$ cat config.mk
export PLATFORM = sky130hd
export DESIGN_NAME = bankers_safety_request_check
export DESIGN_NICKNAME = d
export VERILOG_FILES = /design/src/rtl/core/bsrc_pkg.sv /design/src/rtl/core/bankers_safety_request_check.sv /design/src/rtl/core/bsrc_lane.sv /design/src/rtl/core/bsrc_merge.sv /design/src/rtl/core/bsrc_ctrl.sv
export SDC_FILE = /design/constraint.sdc
export NUM_CORES = 1
export LEC_CHECK = 0
export BUFFER_PORTS_ARGS = -buffer_cell sky130_fd_sc_hd__buf_2
export CAP_MARGIN = 25
export CORE_MARGIN = 2
export CORE_UTILIZATION = 45
export DETAILED_ROUTE_END_ITERATION = 10
export PLACE_DENSITY_LB_ADDON = 0.08
export SYNTH_ARGS = -nofsm -noshare
export SYNTH_HDL_FRONTEND = slang
export SYNTH_SLANG_ARGS = --single-unit
$ cat constraint.sdc
create_clock -name clk -period 13.05 [get_ports clk]
set_clock_uncertainty 0.05 [all_clocks]
set_input_delay 1.9575 -clock clk [delete_from_list [all_inputs] [get_ports clk]]
set_output_delay 1.9575 -clock clk [all_outputs]
set_load 0.03 [all_outputs]
$ cat src/rtl/core/bsrc_pkg.sv
// ----------------------------------------------------------------------------
// bsrc_pkg: shared types and constants of the banker's safety request check
// Sizes, command and status codes, beat field positions, and the structs
// that pass between the sequencer, the resource lanes and the merge stage.
// ----------------------------------------------------------------------------
package bsrc_pkg;

	localparam int PROCESSES   = 5;
	localparam int RESOURCES   = 3;
	localparam int AMOUNT_BITS = 8;
	localparam int WORK_W      = 13;

	localparam int PIDX_W = (PROCESSES > 1) ? $clog2(PROCESSES) : 1;
	localparam int CNT_W  = $clog2(PROCESSES + 1);

	// Field widths of the stream beats
	localparam int CMD_W     = 3;
	localparam int PROC_F_W  = 4;
	localparam int RES_F_W   = 2;
	localparam int VAL_F_W   = 8;
	localparam int AMT_F_W   = 8;
	localparam int STATUS_W  = 3;
	localparam int AMT_F_NUM = 3;

	// s_tdata: process, resource, value, amount_0, amount_1, amount_2
	localparam int F_PROC_LSB = 0;
	localparam int F_RES_LSB  = F_PROC_LSB + PROC_F_W;
	localparam int F_VAL_LSB  = F_RES_LSB + RES_F_W;
	localparam int F_AMT_LSB  = F_VAL_LSB + VAL_F_W;
	localparam int IN_BITS    = F_AMT_LSB + AMT_F_NUM * AMT_F_W;
	localparam int IN_DATA_W  = ((IN_BITS + 7) / 8) * 8;

	// m_tdata: status, safe, seq_valid, seq_process
	localparam int OUT_BITS   = STATUS_W + 1 + 1 + PROC_F_W;
	localparam int OUT_DATA_W = ((OUT_BITS + 7) / 8) * 8;
	localparam int OUT_PAD_W  = OUT_DATA_W - OUT_BITS;

	// Signed compare width: covers the work vector, entries and request amounts
	localparam int CMP_BASE = (WORK_W > AMOUNT_BITS) ? WORK_W : AMOUNT_BITS;
	localparam int CMP_W    = ((CMP_BASE > AMT_F_W) ? CMP_BASE : AMT_F_W) + 2;

	localparam logic [PROC_F_W:0] PROC_LIMIT = (PROC_F_W + 1)'(PROCESSES);
	localparam logic [RES_F_W:0]  RES_LIMIT  = (RES_F_W + 1)'(RESOURCES);

	typedef enum logic [CMD_W-1:0] {
		CMD_LD_CLAIM = 3'd0,
		CMD_LD_HELD  = 3'd1,
		CMD_LD_FREE  = 3'd2,
		CMD_CHECK    = 3'd3,
		CMD_REQUEST  = 3'd4
	} cmd_t;

	typedef enum logic [STATUS_W-1:0] {
		STS_OK        = 3'd0,
		STS_EXCEEDS   = 3'd1,
		STS_NOT_AVAIL = 3'd2,
		STS_UNSAFE    = 3'd3,
		STS_BAD_INDEX = 3'd4
	} status_t;

	typedef enum logic [2:0] {
		ST_IDLE,
		ST_REQ_CHK,
		ST_INIT,
		ST_SCAN,
		ST_ROLLBACK,
		ST_EMIT
	} state_t;

	typedef struct packed {
		logic                   ld_claim;
		logic                   ld_held;
		logic                   ld_free;
		logic [PIDX_W-1:0]      ld_proc;
		logic [AMOUNT_BITS-1:0] ld_val;
		logic [PIDX_W-1:0]      sel_proc;
		logic                   grant;
		logic                   rollback;
		logic                   work_init;
		logic                   work_add;
	} lane_ctl_t;

	typedef struct packed {
		logic fits;
		logic over_need;
		logic lacks;
	} lane_stat_t;

	typedef struct packed {
		logic fits_all;
		logic any_over;
		logic any_lacks;
	} merge_t;

endpackage

$ cat src/rtl/core/bankers_safety_request_check.sv
// ----------------------------------------------------------------------------
// bankers_safety_request_check: deadlock-avoidance request checker
// Keeps claims, holdings and free units, answers load, safety check and
// request commands with a status beat or the safe order.
// ----------------------------------------------------------------------------
// Commands arrive one at a time on the s_ stream with the command code in
// s_tuser; a load returns one beat. A safety check first seeds the work
// vector in ST_INIT, then scans one process row per cycle, all resource
// types compared at once in their lanes, in repeated passes until every
// process has finished or a pass finishes none; a safe state then returns
// PROCESSES beats carrying the safe order, the last with tlast, an unsafe
// one a single status beat. A request first runs the need and availability
// test in ST_REQ_CHK before the scan, and after an unsafe scan a rollback
// in ST_ROLLBACK. The next command is taken once the output register is
// empty or its beat leaves in the same cycle; a stalled receiver holds the
// input off.
module bankers_safety_request_check (
	input  logic                                 clk,
	input  logic                                 arst_n,
	input  logic                                 s_tvalid,
	output logic                                 s_tready,
	// process[3:0], resource[5:4], value[13:6], amount_0[21:14],
	// amount_1[29:22], amount_2[37:30], zero fill
	input  logic [bsrc_pkg::IN_DATA_W-1:0]       s_tdata,
	// command[2:0]
	input  logic [bsrc_pkg::CMD_W-1:0]           s_tuser,
	output logic                                 m_tvalid,
	input  logic                                 m_tready,
	// status[2:0], safe[3], seq_valid[4], seq_process[8:5], zero fill
	output logic [bsrc_pkg::OUT_DATA_W-1:0]      m_tdata,
	output logic                                 m_tlast
);

	bsrc_pkg::lane_ctl_t           lane_ctl  [bsrc_pkg::RESOURCES];
	bsrc_pkg::lane_stat_t          lane_stat [bsrc_pkg::RESOURCES];
	logic [bsrc_pkg::AMT_F_W-1:0]  req       [bsrc_pkg::RESOURCES];
	bsrc_pkg::merge_t              merged;

	bsrc_ctrl u_ctrl (
		.clk      (clk),
		.arst_n   (arst_n),
		.s_tvalid (s_tvalid),
		.s_tready (s_tready),
		.s_tdata  (s_tdata),
		.s_tuser  (s_tuser),
		.m_tvalid (m_tvalid),
		.m_tready (m_tready),
		.m_tdata  (m_tdata),
		.m_tlast  (m_tlast),
		.merged   (merged),
		.lane_ctl (lane_ctl),
		.req      (req)
	);

	for (genvar r = 0; r < bsrc_pkg::RESOURCES; r++) begin : g_lane
		bsrc_lane u_lane (
			.clk    (clk),
			.arst_n (arst_n),
			.ctl    (lane_ctl[r]),
			.req    (req[r]),
			.stat   (lane_stat[r])
		);
	end

	bsrc_merge u_merge (
		.stat   (lane_stat),
		.merged (merged)
	);

endmodule

$ cat src/rtl/core/bsrc_lane.sv
// ----------------------------------------------------------------------------
// bsrc_lane: one resource type column
// Holds claim and holding of every process for one resource type, its free
// units and its work entry; tests need against work and a request against
// need and free units for the selected process row.
// ----------------------------------------------------------------------------
module bsrc_lane (
	input  logic                                  clk,
	input  logic                                  arst_n,
	input  bsrc_pkg::lane_ctl_t                   ctl,
	input  logic [bsrc_pkg::AMT_F_W-1:0]          req,
	output bsrc_pkg::lane_stat_t                  stat
);

	logic [bsrc_pkg::AMOUNT_BITS-1:0] claim_q [bsrc_pkg::PROCESSES];
	logic [bsrc_pkg::AMOUNT_BITS-1:0] held_q  [bsrc_pkg::PROCESSES];
	logic [bsrc_pkg::AMOUNT_BITS-1:0] free_q;
	logic [bsrc_pkg::WORK_W-1:0]      work_q;

	logic [bsrc_pkg::AMOUNT_BITS-1:0] claim_sel;
	logic [bsrc_pkg::AMOUNT_BITS-1:0] held_sel;
	logic [bsrc_pkg::AMOUNT_BITS-1:0] req_amt;
	logic signed [bsrc_pkg::CMP_W-1:0] need;
	logic signed [bsrc_pkg::CMP_W-1:0] work_s;
	logic signed [bsrc_pkg::CMP_W-1:0] req_s;

	assign claim_sel = claim_q[ctl.sel_proc];
	assign held_sel  = held_q[ctl.sel_proc];
	assign req_amt   = bsrc_pkg::AMOUNT_BITS'(req);

	// Need may go negative when holding exceeds claim
	assign need   = $signed(bsrc_pkg::CMP_W'(claim_sel)) - $signed(bsrc_pkg::CMP_W'(held_sel));
	assign work_s = $signed(bsrc_pkg::CMP_W'(work_q));
	assign req_s  = $signed(bsrc_pkg::CMP_W'(req));

	assign stat.fits      = (need <= work_s);
	assign stat.over_need = (req_s > need);
	assign stat.lacks     = (bsrc_pkg::CMP_W'(req) > bsrc_pkg::CMP_W'(free_q));

	always_ff @(posedge clk or negedge arst_n) begin
		if (!arst_n) begin
			for (int p = 0; p < bsrc_pkg::PROCESSES; p++) begin
				claim_q[p] <= '0;
				held_q[p]  <= '0;
			end
			free_q <= '0;
			work_q <= '0;
		end else begin
			if (ctl.ld_claim) begin
				claim_q[ctl.ld_proc] <= ctl.ld_val;
			end
			if (ctl.ld_held) begin
				held_q[ctl.ld_proc] <= ctl.ld_val;
			end else if (ctl.grant) begin
				held_q[ctl.sel_proc] <= held_sel + req_amt;
			end else if (ctl.rollback) begin
				held_q[ctl.sel_proc] <= held_sel - req_amt;
			end
			if (ctl.ld_free) begin
				free_q <= ctl.ld_val;
			end else if (ctl.grant) begin
				free_q <= free_q - req_amt;
			end else if (ctl.rollback) begin
				free_q <= free_q + req_amt;
			end
			// Seed the work vector from the free units, or hand a finished process's holding back to it
			if (ctl.work_init) begin
				work_q <= bsrc_pkg::WORK_W'(free_q);
			end else if (ctl.work_add) begin
				work_q <= work_q + bsrc_pkg::WORK_W'(held_sel);
			end
		end
	end

endmodule

$ cat src/rtl/core/bsrc_merge.sv
// ----------------------------------------------------------------------------
// bsrc_merge: lane merge
// Combines the per-resource findings into one verdict for the selected row.
// ----------------------------------------------------------------------------
module bsrc_merge (
	input  bsrc_pkg::lane_stat_t stat [bsrc_pkg::RESOURCES],
	output bsrc_pkg::merge_t     merged
);

	always_comb begin
		merged.fits_all  = 1'b1;
		merged.any_over  = 1'b0;
		merged.any_lacks = 1'b0;
		for (int r = 0; r < bsrc_pkg::RESOURCES; r++) begin
			merged.fits_all  = merged.fits_all & stat[r].fits;
			merged.any_over  = merged.any_over | stat[r].over_need;
			merged.any_lacks = merged.any_lacks | stat[r].lacks;
		end
	end

endmodule

$ cat src/rtl/core/bsrc_ctrl.sv
// ----------------------------------------------------------------------------
// bsrc_ctrl: command sequencer
// Decodes commands, drives the lanes through request test, grant, safety
// scan and rollback, records the safe order and feeds the output register.
// ----------------------------------------------------------------------------
module bsrc_ctrl (
	input  logic                                 clk,
	input  logic                                 arst_n,
	input  logic                                 s_tvalid,
	output logic                                 s_tready,
	input  logic [bsrc_pkg::IN_DATA_W-1:0]       s_tdata,
	input  logic [bsrc_pkg::CMD_W-1:0]           s_tuser,
	output logic                                 m_tvalid,
	input  logic                                 m_tready,
	output logic [bsrc_pkg::OUT_DATA_W-1:0]      m_tdata,
	output logic                                 m_tlast,
	input  bsrc_pkg::merge_t                     merged,
	output bsrc_pkg::lane_ctl_t                  lane_ctl [bsrc_pkg::RESOURCES],
	output logic [bsrc_pkg::AMT_F_W-1:0]         req [bsrc_pkg::RESOURCES]
);

	bsrc_pkg::state_t state_q, state_nx;

	logic                            m_valid_q;
	bsrc_pkg::status_t               status_q;
	logic                            safe_q;
	logic                            seqv_q;
	logic [bsrc_pkg::PROC_F_W-1:0]   seqp_q;
	logic                            last_q;

	logic [bsrc_pkg::PIDX_W-1:0]     proc_q;
	logic                            is_req_q;
	logic [bsrc_pkg::AMT_F_W-1:0]    req_q [bsrc_pkg::RESOURCES];
	logic [bsrc_pkg::PIDX_W-1:0]     scan_q;
	logic [bsrc_pkg::CNT_W-1:0]      done_q;
	logic                            progress_q;
	logic [bsrc_pkg::PROCESSES-1:0]  finished_q;
	logic [bsrc_pkg::PIDX_W-1:0]     order_q [bsrc_pkg::PROCESSES];
	logic [bsrc_pkg::PIDX_W-1:0]     emit_q;

	logic                            in_fire;
	logic                            out_free;
	bsrc_pkg::cmd_t                  cmd;
	logic [bsrc_pkg::PROC_F_W-1:0]   f_proc;
	logic [bsrc_pkg::RES_F_W-1:0]    f_res;
	logic                            proc_ok;
	logic                            res_ok;
	logic                            hit;
	logic                            scan_last;
	logic                            done_last;
	logic                            emit_last;

	bsrc_pkg::lane_ctl_t             ctl;
	logic                            out_load;
	bsrc_pkg::status_t               out_status;
	logic                            out_safe;
	logic                            out_seqv;
	logic [bsrc_pkg::PROC_F_W-1:0]   out_seqp;
	logic                            out_last;

	assign out_free  = !m_valid_q || m_tready;
	assign s_tready  = (state_q == bsrc_pkg::ST_IDLE) && out_free;
	assign in_fire   = s_tvalid && s_tready;

	assign cmd     = bsrc_pkg::cmd_t'(s_tuser);
	assign f_proc  = s_tdata[bsrc_pkg::F_PROC_LSB +: bsrc_pkg::PROC_F_W];
	assign f_res   = s_tdata[bsrc_pkg::F_RES_LSB +: bsrc_pkg::RES_F_W];
	assign proc_ok = {1'b0, f_proc} < bsrc_pkg::PROC_LIMIT;
	assign res_ok  = {1'b0, f_res} < bsrc_pkg::RES_LIMIT;

	assign scan_last = (scan_q == bsrc_pkg::PIDX_W'(bsrc_pkg::PROCESSES - 1));
	assign done_last = (done_q == bsrc_pkg::CNT_W'(bsrc_pkg::PROCESSES - 1));
	assign emit_last = (emit_q == bsrc_pkg::PIDX_W'(bsrc_pkg::PROCESSES - 1));
	assign hit       = (state_q == bsrc_pkg::ST_SCAN) && !finished_q[scan_q] && merged.fits_all;

	assign req      = req_q;
	assign m_tvalid = m_valid_q;
	assign m_tlast  = last_q;
	assign m_tdata  = {{bsrc_pkg::OUT_PAD_W{1'b0}}, seqp_q, seqv_q, safe_q, status_q};

	// Next state
	always_comb begin
		state_nx = state_q;
		unique case (state_q)
			bsrc_pkg::ST_IDLE: begin
				if (in_fire) begin
					if (cmd == bsrc_pkg::CMD_CHECK) begin
						state_nx = bsrc_pkg::ST_INIT;
					end else if (cmd == bsrc_pkg::CMD_REQUEST && proc_ok) begin
						state_nx = bsrc_pkg::ST_REQ_CHK;
					end
				end
			end
			bsrc_pkg::ST_REQ_CHK: begin
				if (merged.any_over || merged.any_lacks) begin
					state_nx = bsrc_pkg::ST_IDLE;
				end else begin
					state_nx = bsrc_pkg::ST_INIT;
				end
			end
			bsrc_pkg::ST_INIT: state_nx = bsrc_pkg::ST_SCAN;
			bsrc_pkg::ST_SCAN: begin
				if (hit && done_last) begin
					state_nx = bsrc_pkg::ST_EMIT;
				end else if (scan_last && !hit && !progress_q) begin
					state_nx = is_req_q ? bsrc_pkg::ST_ROLLBACK : bsrc_pkg::ST_IDLE;
				end
			end
			bsrc_pkg::ST_ROLLBACK: state_nx = bsrc_pkg::ST_IDLE;
			bsrc_pkg::ST_EMIT: begin
				if (out_free && emit_last) begin
					state_nx = bsrc_pkg::ST_IDLE;
				end
			end
			default: state_nx = bsrc_pkg::ST_IDLE;
		endcase
	end

	// Lane controls and output beat
	always_comb begin
		ctl          = '0;
		ctl.ld_proc  = f_proc[bsrc_pkg::PIDX_W-1:0];
		ctl.ld_val   = bsrc_pkg::AMOUNT_BITS'(s_tdata[bsrc_pkg::F_VAL_LSB +: bsrc_pkg::VAL_F_W]);
		ctl.sel_proc = proc_q;
		out_load     = 1'b0;
		out_status   = bsrc_pkg::STS_OK;
		out_safe     = 1'b0;
		out_seqv     = 1'b0;
		out_seqp     = '0;
		out_last     = 1'b1;
		unique case (state_q)
			bsrc_pkg::ST_IDLE: begin
				if (in_fire) begin
					unique case (cmd)
						bsrc_pkg::CMD_LD_CLAIM: begin
							out_load = 1'b1;
							if (proc_ok && res_ok) begin
								ctl.ld_claim = 1'b1;
							end else begin
								out_status = bsrc_pkg::STS_BAD_INDEX;
							end
						end
						bsrc_pkg::CMD_LD_HELD: begin
							out_load = 1'b1;
							if (proc_ok && res_ok) begin
								ctl.ld_held = 1'b1;
							end else begin
								out_status = bsrc_pkg::STS_BAD_INDEX;
							end
						end
						bsrc_pkg::CMD_LD_FREE: begin
							out_load = 1'b1;
							if (res_ok) begin
								ctl.ld_free = 1'b1;
							end else begin
								out_status = bsrc_pkg::STS_BAD_INDEX;
							end
						end
						bsrc_pkg::CMD_CHECK: ;
						bsrc_pkg::CMD_REQUEST: begin
							if (!proc_ok) begin
								out_load   = 1'b1;
								out_status = bsrc_pkg::STS_BAD_INDEX;
							end
						end
						default: ;
					endcase
				end
			end
			bsrc_pkg::ST_REQ_CHK: begin
				if (merged.any_over) begin
					out_load   = 1'b1;
					out_status = bsrc_pkg::STS_EXCEEDS;
				end else if (merged.any_lacks) begin
					out_load   = 1'b1;
					out_status = bsrc_pkg::STS_NOT_AVAIL;
				end else begin
					ctl.grant = 1'b1;
				end
			end
			bsrc_pkg::ST_INIT: ctl.work_init = 1'b1;
			bsrc_pkg::ST_SCAN: begin
				ctl.sel_proc = scan_q;
				ctl.work_add = hit;
				if (scan_last && !hit && !progress_q && !is_req_q) begin
					out_load   = 1'b1;
					out_status = bsrc_pkg::STS_UNSAFE;
				end
			end
			bsrc_pkg::ST_ROLLBACK: begin
				ctl.rollback = 1'b1;
				out_load     = 1'b1;
				out_status   = bsrc_pkg::STS_UNSAFE;
			end
			bsrc_pkg::ST_EMIT: begin
				if (out_free) begin
					out_load = 1'b1;
					out_safe = 1'b1;
					out_seqv = 1'b1;
					out_seqp = bsrc_pkg::PROC_F_W'(order_q[emit_q]);
					out_last = emit_last;
				end
			end
			default: ;
		endcase
		// Steer loads to the addressed resource lane only
		for (int r = 0; r < bsrc_pkg::RESOURCES; r++) begin
			lane_ctl[r]          = ctl;
			lane_ctl[r].ld_claim = ctl.ld_claim && (f_res == bsrc_pkg::RES_F_W'(r));
			lane_ctl[r].ld_held  = ctl.ld_held && (f_res == bsrc_pkg::RES_F_W'(r));
			lane_ctl[r].ld_free  = ctl.ld_free && (f_res == bsrc_pkg::RES_F_W'(r));
		end
	end

	always_ff @(posedge clk or negedge arst_n) begin
		if (!arst_n) begin
			state_q    <= bsrc_pkg::ST_IDLE;
			m_valid_q  <= 1'b0;
			is_req_q   <= 1'b0;
			scan_q     <= '0;
			done_q     <= '0;
			progress_q <= 1'b0;
			finished_q <= '0;
			emit_q     <= '0;
		end else begin
			state_q <= state_nx;
			if (out_load) begin
				m_valid_q <= 1'b1;
			end else if (m_tready) begin
				m_valid_q <= 1'b0;
			end
			if (in_fire) begin
				is_req_q <= (cmd == bsrc_pkg::CMD_REQUEST);
			end
			if (state_q == bsrc_pkg::ST_INIT) begin
				scan_q     <= '0;
				done_q     <= '0;
				progress_q <= 1'b0;
				finished_q <= '0;
				emit_q     <= '0;
			end else if (state_q == bsrc_pkg::ST_SCAN) begin
				if (hit) begin
					finished_q[scan_q] <= 1'b1;
					done_q             <= done_q + 1'b1;
				end
				// Wrap to the next pass at the last row
				if (scan_last) begin
					scan_q     <= '0;
					progress_q <= 1'b0;
				end else begin
					scan_q     <= scan_q + 1'b1;
					progress_q <= progress_q | hit;
				end
			end else if (state_q == bsrc_pkg::ST_EMIT && out_free) begin
				emit_q <= emit_q + 1'b1;
			end
		end
	end

	// Payload registers
	always_ff @(posedge clk) begin
		if (out_load) begin
			status_q <= out_status;
			safe_q   <= out_safe;
			seqv_q   <= out_seqv;
			seqp_q   <= out_seqp;
			last_q   <= out_last;
		end
		if (in_fire) begin
			proc_q <= f_proc[bsrc_pkg::PIDX_W-1:0];
			for (int r = 0; r < bsrc_pkg::RESOURCES; r++) begin
				req_q[r] <= s_tdata[bsrc_pkg::F_AMT_LSB + r * bsrc_pkg::AMT_F_W +: bsrc_pkg::AMT_F_W];
			end
		end
		if (hit) begin
			order_q[done_q[bsrc_pkg::PIDX_W-1:0]] <= scan_q;
		end
	end

endmodule

==> qor.yml <==
synth:
  synth_top_family_by_area: "compound AO/OA/AOI/OAI gates"
  synth_mux_area_share_pct: 8.03
  ys_warn_count: 0
  synth-xor-area-share_pct: 2.70
  ys_async_sr_fraction_pct: 86.6
  synth_fa_ha_area_share_pct: 11.6
  synth.ff_latch_count: 373
  synth_simple_gate_area_share_pct: 14.9
  synth-seq-area-share_pct: 38.1
  synth_compound_area_share_pct: 19.4
  synth_cell_types: 93
  syn_inst: 2726
  synth_edf_count: 50
  avgSynthCellArea_um2: 9.24
  yosys_most_used_dff: "dfrtp_1"
  syn-cell-area_mm2: 0.0252
floorplanning:
  dieArea_mm2: 0.0579
  start_util_pct: 45.6
  die-height_um: 241
  fp-row-count: 86
  core_mm2: 0.0552
  io_pins: 66
  die_x_um: 241
drt:
  wirelength_um: 84000
  drt_iter0_markers: 1827
  vias: 21300
  firstDrtPassIters: 5
  ant_nets: 0
  avgViaCountPerCell: 6.06
  drc: 0
  routedWlPerCell_um: 23.9
grt:
  grt_pass1_vias: 20900
  grt_max_degree: 76
  gr-total-overflow: 0
  track_usage_pct: 29.3
  grt_antenna_before_repair: 0
  grt_pass1_wl_um: 128000
timing:
  finalCritPeriodShare_pct: 78.3
  rsz0062_at_grt: "false"
  hold_viol_final: 0
  setup_viol: 0
  hold_ws_ns: 0.434
  fmax_mhz: 97.9
  tns_ns: 0
  tightest_slew_ns: 1.16
  slew-limit-headroom_pct: 22.6
  setup_slack_ns: 2.84
  min_period_ns: 10.21
  maxSlewViolCount: 0
placement:
  postPlaceCellArea_mm2: 0.0261
  hpwl_um: 59700
  place_ws_ns: 3.05
  routabilityCongestion: 0.946
  port_buffers: 55
cts:
  post_cts_buffers: 0
  clk_pin_slew_ns: 0.06
  cts_buffers: 46
  clockRootBuffer: "clkbuf_16"
  cts_tree: "done"
  cts_buffer_depth: 3
  ctsHtreeMaxLevel: 2
  cts_sinks: 373
  clk_latency_ns: 0.61
  cts_resized: 0
  holdBufCountCts: 0
worst_setup_path:
  cp-start-kind: "register"
  critPathMaxStageDelay_ns: 0.93
  cp_max_fo: 27
  critPathCaptureType: "register"
  r2r_cells: 28
  crit_type: "register to register"
  cp.arrival_ns: 10.65
  required_ns: 13.48
  cp_common_cell: "a21o_1"
  slowest_stage: "mux2_2"
flow_run:
  max-cap-violations: 0
power_and_ir_drop:
  switching_share_pct: 41.7
  irDropWorstVdd_mv: 0.0970
  p_per_area_mw_per_mm2: 188
  p_seq_share_pct: 27.9
  intPower_mw: 3.03
  p_leak_nw: 12.9
  p_clk_share_pct: 26.2
  combPwrFrac_pct: 46.0
  p_switching_mw: 2.17
worst_hold_path:
  hold_class: "register to register"
  hold_path_depth: 2
final_layout:
  drive_above_1_share_pct: 13.1
  multi_input_area_mm2: 0.0143
  nets: 3000
  syn2layout_area_growth_pct: 10.1
  final_common_cell: "nand2_1"
  final_cell_mix: "331 x nand2_1, 323 x dfrtp_1, 204 x ha_1, 200 x nor2_1, 189 x inv_1"
  fillers: 5199
  fin_area_mm2: 0.0277
  ff_latch_area_mm2: 0.00958
  final_util_pct: 50.2
outcome:
  status: "completed"
synthesized netlist by cell type (24+ instances only):
cell / n / area [um^2]
a22oi_1: 24 / 180
a21oi_1: 167 / 836
clkbuf_1: 94 / 353
nand2_1: 331 / 1240
inv_1: 189 / 709
o22ai_1: 49 / 307
a31oi_1: 31 / 194
ha_1: 204 / 2550
a21o_1: 74 / 556
and3_1: 26 / 163
nand3_1: 64 / 320
edfxtp_1: 50 / 1500
nor2_1: 202 / 758
dfrtp_1: 323 / 8080
o21ai_0: 145 / 726
nor3_1: 57 / 285
xnor2_1: 41 / 359
mux2_2: 144 / 1620
xor2_1: 33 / 289
o21bai_1: 24 / 180
critical path: cells and delay by family (launching register included):
| family | cells | cell delay, ns |
|---|---|---|
| AOI/OAI and AO/OA | 12 | 3.28 |
| xor gates and xnor gates | 1 | 0.31 |
| adders and majority gates | 2 | 0.58 |
| buffers and inverters | 2 | 0.30 |
| DFF | 1 | 0.56 |
| muxes | 2 | 1.32 |
| and+or+nand+nor | 9 | 3.64 |
routing by layer:
| metal | part of all wire, % | wire [um] | global-route usage [%] |
|---|---|---|---|
| met5 | 0 | 0 | 0 |
| met4 | 4.3 | 3640 | 12.2 |
| met3 | 6.1 | 5140 | 3.87 |
| met2 | 46 | 38900 | 47.4 |
| met1 | 43 | 36400 | 39.5 |
layout make-up:
cell class | count | share of cell area (%)
diodes | 1 | 0.00903
clock buffers | 64 | 4.80
clock inverters | 18 | 0.970
inverters | 189 | 2.56
multi-input cells | 2031 | 51.7
flip-flops and latches | 373 | 34.6
well taps | 748 | 3.38
repair buffers | 90 | 2.01
power by group through the flow:
stage	clock network, mW	registers, mW	logic (mW)
CTS	1.39	1.45	2.37
floorplan	0	1.42	1.70
global placement	0	1.46	2.31
finish	1.36	1.45	2.39
detailed placement	0	1.47	2.35
global route	1.43	1.46	2.65
metrics by stage:
step | cells | total power, mW
finish | 3514 | 5.20
global route | 3513 | 5.54
CTS | 3513 | 5.21
detailed placement | 3431 | 3.82
global placement | 3430 | 3.77
floorplan | 2733 | 3.13
cell families after synthesis:
kind of cell	Yosys count
mux	176
buf+inv	329
compound gates	728
other cells	1
flops	373
fa+ha+maj	222
simple gates	821
xor+xnor	76
state kept, by name (all words and copies together) (netlist names), 3 cells and up:
signal,flops
u_ctrl.state_q,3
u_ctrl.req,24
u_ctrl.seqp_q,3
g_lane.u_lane.work_q,39
g_lane.u_lane.claim_q,120
g_lane.u_lane.held_q,120
u_ctrl.status_q,3
u_ctrl.proc_q,3
u_ctrl.emit_q,3
u_ctrl.done_q,3
u_ctrl.finished_q,5
u_ctrl.scan_q,3
g_lane.u_lane.free_q,24
u_ctrl.order_q,15
final timing paths:
kind                                                            endpoint  slack [ns]                               startpoint
worst max-delay path              g_lane[2].u_lane.held_q[8]$_DFFE_PN0P_        2.84            u_ctrl.state_q[0]$_DFFE_PN0P_
worst min-delay path             g_lane[1].u_lane.held_q[25]$_DFFE_PN0P_        0.43  g_lane[1].u_lane.held_q[25]$_DFFE_PN0P_
worst max register to register    g_lane[2].u_lane.held_q[8]$_DFFE_PN0P_        2.84            u_ctrl.state_q[0]$_DFFE_PN0P_
worst min register to register   g_lane[1].u_lane.held_q[25]$_DFFE_PN0P_        0.43  g_lane[1].u_lane.held_q[25]$_DFFE_PN0P_
max in group asynchronous        g_lane[0].u_lane.claim_q[1]$_DFFE_PN0P_        9.62                                   arst_n
min in group asynchronous       g_lane[2].u_lane.claim_q[28]$_DFFE_PN0P_        1.27                                   arst_n
(Power assumes the default switching activity.)
